<file path="src/hdl/srfp_pkg.sv">
`default_nettype none

package srfp_pkg;

    localparam int unsigned CountW     = 17;
    localparam int unsigned CfgIndexW  = 3;
    localparam int unsigned CfgDataW   = 32;
    localparam int unsigned InDataW    = 8;
    localparam int unsigned OutDataW   = 184;
    localparam int unsigned QueueDepth = 3;

    // Bytes in a frame header ahead of the payload.
    localparam logic [CountW-1:0] HdrLen = 17'd20;

    // Configuration register indexes.
    localparam logic [CfgIndexW-1:0] CfgSyncWord      = 3'd0;
    localparam logic [CfgIndexW-1:0] CfgDeviceAddress = 3'd1;
    localparam logic [CfgIndexW-1:0] CfgRequestType   = 3'd2;
    localparam logic [CfgIndexW-1:0] CfgDeviceVersion = 3'd3;
    localparam logic [CfgIndexW-1:0] CfgMaxPayload    = 3'd4;

    localparam logic [15:0] SyncWordReset   = 16'h444E;
    localparam logic [15:0] MaxPayloadReset = 16'hFFFF;

    // Result kinds carried on the master tuser.
    localparam logic [1:0] KindPayload   = 2'd0;
    localparam logic [1:0] KindPacketOk  = 2'd1;
    localparam logic [1:0] KindHeaderErr = 2'd2;
    localparam logic [1:0] KindLineErr   = 2'd3;

    typedef struct packed {
        logic        last;
        logic [31:0] status_errors;
        logic [31:0] command_errors;
        logic [31:0] good_packets;
        logic [15:0] reserved_field;
        logic [15:0] crc_field;
        logic [15:0] payload_size;
        logic [15:0] command;
        logic [15:0] payload_index;
        logic [7:0]  payload_byte;
        logic [1:0]  kind;
    } t_result;

endpackage

`default_nettype wire

</file>
<file path="src/hdl/serial_request_frame_parser_core.sv">
`default_nettype none

// Channel   Signals                        Contents
// s_axis    tvalid tready tdata tuser      received byte, line error flag
// m_axis    tvalid tready tdata tuser tlast  payload bytes and frame events
// cfg       i_cfg_wr_en i_cfg_index i_cfg_wdata  register writes, no read-back
//
// Each byte is parsed in the cycle it is accepted; one per cycle while tready is high.
// A byte yields zero, one or two results, which enter a three-entry output queue.
// The input is ready while the queue holds at most one result, so a stalled output
// stops the input only once two results are waiting.
// Reset is synchronous: the parser hunts for sync and all counters are zero.
module serial_request_frame_parser_core (
    input  wire logic                           i_clk,
    input  wire logic                           i_rst_n,
    input  wire logic                           s_axis_tvalid,
    output logic                                s_axis_tready,
    input  wire logic [srfp_pkg::InDataW-1:0]   s_axis_tdata,   // [7:0] rx_byte
    input  wire logic                           s_axis_tuser,   // [0] line_error
    output logic                                m_axis_tvalid,
    input  wire logic                           m_axis_tready,
    // [7:0] payload_byte, [23:8] payload_index, [39:24] command, [55:40] payload_size,
    // [71:56] crc_field, [87:72] reserved_field, [119:88] good_packets,
    // [151:120] command_errors, [183:152] status_errors
    output logic [srfp_pkg::OutDataW-1:0]       m_axis_tdata,
    output logic [1:0]                          m_axis_tuser,   // [1:0] kind
    output logic                                m_axis_tlast,
    input  wire logic                           i_cfg_wr_en,
    input  wire logic [srfp_pkg::CfgIndexW-1:0] i_cfg_index,
    input  wire logic [srfp_pkg::CfgDataW-1:0]  i_cfg_wdata
);
    import srfp_pkg::*;

    logic [15:0] r_sync_word;
    logic [31:0] r_device_address;
    logic [15:0] r_request_type;
    logic [31:0] r_device_version;
    logic [15:0] r_max_payload;

    logic              r_in_frame,     n_in_frame;
    logic [CountW-1:0] r_byte_count,   n_byte_count;
    logic [15:0]       r_hdr_sync,     n_hdr_sync;
    logic [15:0]       r_hdr_crc,      n_hdr_crc;
    logic [31:0]       r_hdr_device,   n_hdr_device;
    logic [15:0]       r_hdr_type,     n_hdr_type;
    logic [15:0]       r_hdr_command,  n_hdr_command;
    logic [31:0]       r_hdr_version,  n_hdr_version;
    logic [15:0]       r_hdr_size,     n_hdr_size;
    logic [15:0]       r_hdr_reserved, n_hdr_reserved;
    logic [31:0]       r_ok_cnt,       n_ok_cnt;
    logic [31:0]       r_cmd_err_cnt,  n_cmd_err_cnt;
    logic [31:0]       r_stat_err_cnt, n_stat_err_cnt;

    t_result     r_queue [QueueDepth];
    t_result     n_queue [QueueDepth];
    logic [1:0]  r_q_cnt, n_q_cnt;

    logic        accept;
    logic        pop;
    logic [7:0]  rx_byte;
    logic        line_err;
    logic        framing;
    logic        bad;
    logic [1:0]  n_res;
    t_result     res0;
    t_result     res1;
    t_result     res_base;

    assign rx_byte       = s_axis_tdata[7:0];
    assign line_err      = s_axis_tuser;
    assign s_axis_tready = (r_q_cnt <= 2'd1);
    assign accept        = s_axis_tvalid && s_axis_tready;
    assign m_axis_tvalid = (r_q_cnt != 2'd0);
    assign pop           = m_axis_tvalid && m_axis_tready;

    assign m_axis_tuser = r_queue[0].kind;
    assign m_axis_tlast = r_queue[0].last;
    assign m_axis_tdata = {r_queue[0].status_errors, r_queue[0].command_errors,
                           r_queue[0].good_packets, r_queue[0].reserved_field,
                           r_queue[0].crc_field, r_queue[0].payload_size,
                           r_queue[0].command, r_queue[0].payload_index,
                           r_queue[0].payload_byte};

    // Parser: header assembly, checks and result generation for one byte.
    always_comb begin
        n_in_frame     = r_in_frame;
        n_byte_count   = r_byte_count;
        n_hdr_sync     = r_hdr_sync;
        n_hdr_crc      = r_hdr_crc;
        n_hdr_device   = r_hdr_device;
        n_hdr_type     = r_hdr_type;
        n_hdr_command  = r_hdr_command;
        n_hdr_version  = r_hdr_version;
        n_hdr_size     = r_hdr_size;
        n_hdr_reserved = r_hdr_reserved;
        n_ok_cnt       = r_ok_cnt;
        n_cmd_err_cnt  = r_cmd_err_cnt;
        n_stat_err_cnt = r_stat_err_cnt;
        bad            = 1'b0;
        n_res          = 2'd0;
        res0           = '0;
        res1           = '0;
        res_base       = '0;

        framing = r_in_frame;
        if (line_err) begin
            n_stat_err_cnt = r_stat_err_cnt + 32'd1;
            n_cmd_err_cnt  = r_cmd_err_cnt + 32'd1;
            n_in_frame     = 1'b0;
            n_byte_count   = '0;
            framing        = 1'b0;
            res0                = '0;
            res0.kind           = KindLineErr;
            res0.command        = r_hdr_command;
            res0.payload_size   = r_hdr_size;
            res0.crc_field      = r_hdr_crc;
            res0.reserved_field = r_hdr_reserved;
            res0.good_packets   = r_ok_cnt;
            res0.command_errors = n_cmd_err_cnt;
            res0.status_errors  = n_stat_err_cnt;
            n_res               = 2'd1;
        end

        if (!framing) begin
            // A line-error byte may itself open a new frame.
            if (rx_byte == r_sync_word[7:0]) begin
                n_in_frame   = 1'b1;
                n_hdr_sync   = {8'h00, rx_byte};
                n_byte_count = 17'd1;
            end
        end else begin
            case (r_byte_count)
                17'd1: begin
                    n_hdr_sync = {rx_byte, r_hdr_sync[7:0]};
                    bad        = (n_hdr_sync != r_sync_word);
                end
                17'd2:  n_hdr_crc    = {8'h00, rx_byte};
                17'd3:  n_hdr_crc    = {rx_byte, r_hdr_crc[7:0]};
                17'd4:  n_hdr_device = {24'h000000, rx_byte};
                17'd5:  n_hdr_device = {16'h0000, rx_byte, r_hdr_device[7:0]};
                17'd6:  n_hdr_device = {8'h00, rx_byte, r_hdr_device[15:0]};
                17'd7: begin
                    n_hdr_device = {rx_byte, r_hdr_device[23:0]};
                    bad          = (n_hdr_device != r_device_address);
                end
                17'd8:  n_hdr_type = {8'h00, rx_byte};
                17'd9: begin
                    n_hdr_type = {rx_byte, r_hdr_type[7:0]};
                    bad        = (n_hdr_type != r_request_type);
                end
                17'd10: n_hdr_command = {8'h00, rx_byte};
                17'd11: n_hdr_command = {rx_byte, r_hdr_command[7:0]};
                17'd12: n_hdr_version = {24'h000000, rx_byte};
                17'd13: n_hdr_version = {16'h0000, rx_byte, r_hdr_version[7:0]};
                17'd14: n_hdr_version = {8'h00, rx_byte, r_hdr_version[15:0]};
                17'd15: begin
                    n_hdr_version = {rx_byte, r_hdr_version[23:0]};
                    bad           = (n_hdr_version != r_device_version);
                end
                17'd16: n_hdr_size = {8'h00, rx_byte};
                17'd17: begin
                    n_hdr_size = {rx_byte, r_hdr_size[7:0]};
                    bad        = (n_hdr_size > r_max_payload);
                end
                17'd18: n_hdr_reserved = {8'h00, rx_byte};
                17'd19: n_hdr_reserved = {rx_byte, r_hdr_reserved[7:0]};
                default: ;
            endcase

            res_base.command        = n_hdr_command;
            res_base.payload_size   = n_hdr_size;
            res_base.crc_field      = n_hdr_crc;
            res_base.reserved_field = n_hdr_reserved;
            res_base.good_packets   = r_ok_cnt;
            res_base.command_errors = r_cmd_err_cnt;
            res_base.status_errors  = r_stat_err_cnt;

            if (r_byte_count >= HdrLen) begin
                res0               = res_base;
                res0.kind          = KindPayload;
                res0.payload_byte  = rx_byte;
                res0.payload_index = 16'(r_byte_count - HdrLen);
                n_res              = 2'd1;
            end

            if (bad) begin
                n_cmd_err_cnt = r_cmd_err_cnt + 32'd1;
                n_in_frame    = 1'b0;
                n_byte_count  = '0;
                res0                = res_base;
                res0.kind           = KindHeaderErr;
                res0.command_errors = n_cmd_err_cnt;
                n_res               = 2'd1;
            end else begin
                n_byte_count = r_byte_count + 17'd1;
                if (n_byte_count >= ({1'b0, n_hdr_size} + HdrLen)) begin
                    n_ok_cnt     = r_ok_cnt + 32'd1;
                    n_in_frame   = 1'b0;
                    n_byte_count = '0;
                    if (n_res == 2'd0) begin
                        res0              = res_base;
                        res0.kind         = KindPacketOk;
                        res0.good_packets = n_ok_cnt;
                        n_res             = 2'd1;
                    end else begin
                        res1              = res_base;
                        res1.kind         = KindPacketOk;
                        res1.good_packets = n_ok_cnt;
                        n_res             = 2'd2;
                    end
                end
            end
        end

        if (n_res == 2'd1) begin
            res0.last = 1'b1;
        end else if (n_res == 2'd2) begin
            res1.last = 1'b1;
        end
    end

    // Output queue: the head sits in entry 0 and the queue shifts on each output transfer.
    always_comb begin
        n_queue = r_queue;
        n_q_cnt = r_q_cnt;
        if (pop) begin
            n_queue[0] = r_queue[1];
            n_queue[1] = r_queue[2];
            n_q_cnt    = r_q_cnt - 2'd1;
        end
        if (accept) begin
            for (int i = 0; i < QueueDepth; i++) begin
                if (n_res != 2'd0 && 2'(i) == n_q_cnt) begin
                    n_queue[i] = res0;
                end else if (n_res == 2'd2 && 2'(i) == n_q_cnt + 2'd1) begin
                    n_queue[i] = res1;
                end
            end
            n_q_cnt = n_q_cnt + n_res;
        end
    end

    always_ff @(posedge i_clk) begin
        r_queue <= n_queue;
        if (!i_rst_n) begin
            r_q_cnt <= 2'd0;
        end else begin
            r_q_cnt <= n_q_cnt;
        end
    end

    always_ff @(posedge i_clk) begin
        if (!i_rst_n) begin
            r_in_frame     <= 1'b0;
            r_byte_count   <= '0;
            r_hdr_sync     <= '0;
            r_hdr_crc      <= '0;
            r_hdr_device   <= '0;
            r_hdr_type     <= '0;
            r_hdr_command  <= '0;
            r_hdr_version  <= '0;
            r_hdr_size     <= '0;
            r_hdr_reserved <= '0;
            r_ok_cnt       <= '0;
            r_cmd_err_cnt  <= '0;
            r_stat_err_cnt <= '0;
        end else if (accept) begin
            r_in_frame     <= n_in_frame;
            r_byte_count   <= n_byte_count;
            r_hdr_sync     <= n_hdr_sync;
            r_hdr_crc      <= n_hdr_crc;
            r_hdr_device   <= n_hdr_device;
            r_hdr_type     <= n_hdr_type;
            r_hdr_command  <= n_hdr_command;
            r_hdr_version  <= n_hdr_version;
            r_hdr_size     <= n_hdr_size;
            r_hdr_reserved <= n_hdr_reserved;
            r_ok_cnt       <= n_ok_cnt;
            r_cmd_err_cnt  <= n_cmd_err_cnt;
            r_stat_err_cnt <= n_stat_err_cnt;
        end
    end

    always_ff @(posedge i_clk) begin
        if (!i_rst_n) begin
            r_sync_word      <= SyncWordReset;
            r_device_address <= '0;
            r_request_type   <= '0;
            r_device_version <= '0;
            r_max_payload    <= MaxPayloadReset;
        end else if (i_cfg_wr_en) begin
            unique case (i_cfg_index)
                CfgSyncWord:      r_sync_word      <= i_cfg_wdata[15:0];
                CfgDeviceAddress: r_device_address <= i_cfg_wdata;
                CfgRequestType:   r_request_type   <= i_cfg_wdata[15:0];
                CfgDeviceVersion: r_device_version <= i_cfg_wdata;
                CfgMaxPayload:    r_max_payload    <= i_cfg_wdata[15:0];
                default: ;
            endcase
        end
    end

    a_line_err_counts: assert property (@(posedge i_clk) disable iff (!i_rst_n)
        (accept && line_err) |=> (r_stat_err_cnt == $past(r_stat_err_cnt) + 32'd1))
        else $error("line error did not advance the status error counter");

    a_stat_err_only_on_line_err: assert property (@(posedge i_clk) disable iff (!i_rst_n)
        !(accept && line_err) |=> $stable(r_stat_err_cnt))
        else $error("status error counter moved without a line error");

    a_hunt_count_zero: assert property (@(posedge i_clk) disable iff (!i_rst_n)
        !r_in_frame |-> (r_byte_count == '0))
        else $error("byte count nonzero while hunting");

    a_payload_in_range: assert property (@(posedge i_clk) disable iff (!i_rst_n)
        (r_in_frame && r_byte_count >= HdrLen)
            |-> (r_byte_count < ({1'b0, r_hdr_size} + HdrLen)))
        else $error("payload position past the end of the frame");

endmodule

`default_nettype wire

</file>
<file path="config.mk">
export PLATFORM = sky130hd
export DESIGN_NAME = serial_request_frame_parser_core
export DESIGN_NICKNAME = d
export VERILOG_FILES = /design/src/hdl/srfp_pkg.sv /design/src/hdl/serial_request_frame_parser_core.sv
export SDC_FILE = /design/constraint.sdc
export NUM_CORES = 2
export LEC_CHECK = 0
export ABC_AREA = 1
export ABC_CLOCK_PERIOD_IN_PS = 38200
export BUFFER_PORTS_ARGS = -buffer_cell sky130_fd_sc_hd__clkbuf_2
export CAP_MARGIN = 5
export CORE_ASPECT_RATIO = 0.8
export CORE_MARGIN = 5
export CORE_UTILIZATION = 30
export CTS_CLUSTER_SIZE = 40
export DETAILED_ROUTE_END_ITERATION = 10
export PLACE_DENSITY = 0.55
export SYNTH_ARGS = -nofsm -noshare
export SYNTH_HDL_FRONTEND = slang
export SYNTH_SLANG_ARGS = --single-unit
</file>
<file path="constraint.sdc">
create_clock -name i_clk -period 38.2 [get_ports i_clk]
set_clock_uncertainty 0.15 [all_clocks]
set_input_delay 3.82 -clock i_clk [delete_from_list [all_inputs] [get_ports i_clk]]
set_output_delay 3.82 -clock i_clk [all_outputs]
set_load 0.02 [all_outputs]
</file>
==> results.md <==
- M1 WL: ~96000 um
- Simple-Gate Fraction of Synth Area: around 38%
- Filler Cell Count: 20980
- Syn Area/Cell: about 6.5 um^2
- Worst Hold Path EP: r_device_version[28]
- Final hold vios: 0
- Final Setup Violations: 0
- Area growth syn-to-layout: 8.493%
- Wire length of the first global-routing pass: between 300000 and 400000 um
- Hpwl dp: 131100 um
- Yosys top cell area share: between 20% and 30%
- Arrival @ worst endpoint: around 13000 ps
- Iter 0 DRT Violations: 4989
- Postcts setup bufs: 0
- Cells taking the most area after synthesis: dfxtp_1 25%, nand2_1 20%, edfxtp_1 9.6%, nand3_1 8.0%, nor2_1 6.9%
- Largest net degree at the start of global routing: 201
- Met2 WL: a little under 100000 um
- Required @ worst endpoint: roughly 39000 ps
- Tightest Pin Transition: roughly 1200 ps
- Unrepaired setup endpoints after global routing: false
- Seq/Total Area, Yosys: around a third
- Commonest non-fill, non-tap cell in the layout: nand2_1
- Unique cell type count in the Yosys netlist: just over 50
- Total detailed-routing wirelength: 212500 um
- Final Critical Period: approximately 12000 ps
- Area of the core: about 200000 um^2
- Compound-Gate Fraction of Synth Area: 8.168%
- Synth Area in Adders: approximately 1.1%
- Slew Limit Headroom: between 10% and 20%
- Sink Count: roughly 900
- WL per Instance: 18.73 um
- CP dominant cell by count: nand2_1
- Largest stage delay on the critical path: 880 ps
- DRT antenna net count: 0
- Max Slew Vio Count: 0
- CP Capture Type: register
- # IOs: between 200 and 250
- Num CTS Buffers: 105
- PwrDens: slightly below 70 nW/um^2
- Worst reg2reg path startpoint: r_byte_count[0]
- Post-synth EDFFs: between 150 and 200
- Die height: a little over 400 um
- Crit-path leading delay family: buffers and inverters
- Final Total Pwr: roughly 4.3 mW
- Final worst-path cycle share: a little under a third
- Slowest CP cell: buf_4
- Htree depth: 3
- Gr usage total: roughly 20%
- Max Fclk: 0.08296 GHz
- CP Buf/Inv Count: 10
- Leakage: between 20 and 30 nW
- Hold-fix buffers, CTS: 0
- I/O Buffers: between 200 and 250
- Startpoint class of the critical path: primary input
- Max Cap Violations: 0
- Terminus of the critical flop-to-flop path: m_axis_tdata[58]
- Total grt overflow: 0
- Max layer used: met5
- Area of the multi-input gates: approximately 32000 um^2
- Setup_tns: 0 ps
- Worst Hold Launch: r_device_version[28]
- Mapped Nets: approximately 9000
- Post-CTS Resized: 0
- DRT Pass-1 Iters: 6
- #FFs+latches synth: 917
- FF-to-FF setup slack: about 29000 ps
- Nets@finish: 8779
- Status: finished, final reports clean
- Initial antenna violation count: 7
- Synth Area in XOR/XNOR: approximately 1.8%
- Root buf cell: clkbuf_16
- Worst hold path type: register to register
- Total die area: between 200000 and 250000 um^2
- Maximum vdd drop: around 0.12 mV
- R2R cell count: 36
- Reg clk slew, reported paths: about 60 ps
- Worst hold stages: 2
- FFs w/ async S/R, synth: 0%
- CTS tree: yes
- Main combinational cell family by area after synthesis: simple AND/OR/NAND/NOR gates
- Netlist Area Pre-Place: between 50000 and 60000 um^2
- Clock latency on the worst-skew pair: roughly 750 ps
- Worst Path Max Fanout: 83
- Post-synthesis mux area share: under 10%
- Initial Util: between 30% and 40%
- Vias in the first global route: ~54000
- Syn Inst Count: 9028
- Sequential standard cell area: about 20000 um^2
- Top_reg_cell synth: dfxtp_1
- Longest Clk Path Bufs: 3
- Yosys warnings: 0
- Row count: around 150
- Die W: about 500 um
- Met3 wire len: roughly 15000 um
- Vias/cell: 5.076
- GPL Wtd Cong: roughly 0.88
- DRC Markers: 0
- CP Class: primary input to register
- Largest area contributor in the netlist: dfxtp_1
- Via Count: 57610
- Commonest non-fill, non-tap cells in the layout: 3165 x nand2_1, 1064 x nor2_1, 930 x nand3_1
- Share of layout cells above drive strength 1: between 10% and 20%
- Core Util, Final: around a third
==> final cells by class <==
cell class / count / area share, %
multi-input cells: 6736 / 50.65
flip-flops and latches: 917 / 31.88
well taps: 2572 / 5.072
clock buffers: 161 / 4.951
inverters: 599 / 3.559
repair buffers: 321 / 3.015
clock inverters: 39 / 0.8617
diodes: 3 / 0.01183
==> tightest hold or removal path: cells and delay by family, from the launching register on <==
| family | cells | cell delay [ps] |
|---|---|---|
| flip-flops | 1 | 310 |
| buffers and inverters | 1 | 60 |
| AO/OA/AOI/OAI | 1 | 60 |
==> worst max path at each step <==
stage	to	slack, ps	depth (start not counted)	start
6_report	m_axis_tdata[58]	26150	33	s_axis_tdata[2]
5_1_grt	m_axis_tdata[58]	25460	33	s_axis_tdata[2]
4_1_cts	m_axis_tdata[76]	26330	33	s_axis_tdata[2]
3_5_place_dp	r_queue[263]	25520	32	s_axis_tdata[2]
3_3_place_gp	r_queue[253]	25910	32	s_axis_tdata[2]
2_1_floorplan	r_queue[0]	20610	26	s_axis_tdata[2]
==> layer usage <==
metal	vias up	GRT usage, %
met5	-	0
met4	6	5.459
met3	267	2.807
met2	1976	33.02
met1	27210	27.95
li1	28150	-
==> through the flow <==
step | area [um^2] | instances | hold WS (ps) | worst slack, ps
2_1_floorplan | 58480 | 9028 | 293.1 | 20610
3_3_place_gp | 59760 | 11150 | 302.1 | 25910
3_5_place_dp | 59760 | 11150 | 307.9 | 25520
4_1_cts | 63440 | 11350 | 317.5 | 26330
5_1_grt | 63450 | 11350 | 338.9 | 25460
6_report | 63450 | 11350 | 318.4 | 26150
==> flip-flops by register name, summed over array words and instances (netlist names), 17 cells and up <==
signal / flops
r_hdr_version: 24
r_ok_cnt: 32
r_cmd_err_cnt: 32
r_byte_count: 17
r_stat_err_cnt: 32
r_queue: 374
r_hdr_device: 24
r_device_address: 32
r_device_version: 32
m_axis_tdata: 184
==> power by group <==
group	total, mW	switching (mW)	internal, mW
combinational	1.84	1.21	0.634
clock	1.10	0.459	0.637
sequential	1.39	0.155	1.23
total	4.32	1.82	2.50
==> Yosys cell counts (8+ instances only) <==
library cell and n:
o21ai_0 361, a21oi_1 268, buf_1 36, xnor2_1 35
xor2_1 83, buf_4 210, a31oi_1 27, inv_2 15
inv_1 580, nor3_1 98, dfxtp_1 730, nor2_1 1071
ha_1 50, edfxtp_1 187, nor2_4 8, o211ai_1 79
nand2_1 3172, a211oi_1 71, nand4_1 62, nand3_1 931
buf_2 163, mux2_2 320, o21ai_1 38, clkbuf_1 354
buf_6 13
==> logic make-up (layout without fill, tap and decap cells) <==
family / count (synthesis) / count (layout)
adders and majority gates: 50 / 50
and+or+nand+nor: 5384 / 5384
xor gates and xnor gates: 118 / 118
other: 0 / 3
muxes: 323 / 323
buffers and inverters: 1375 / 1120
DFF: 917 / 917
AOI/OAI and AO/OA: 861 / 861
No activity file was read; power rests on OpenSTA's default activity.
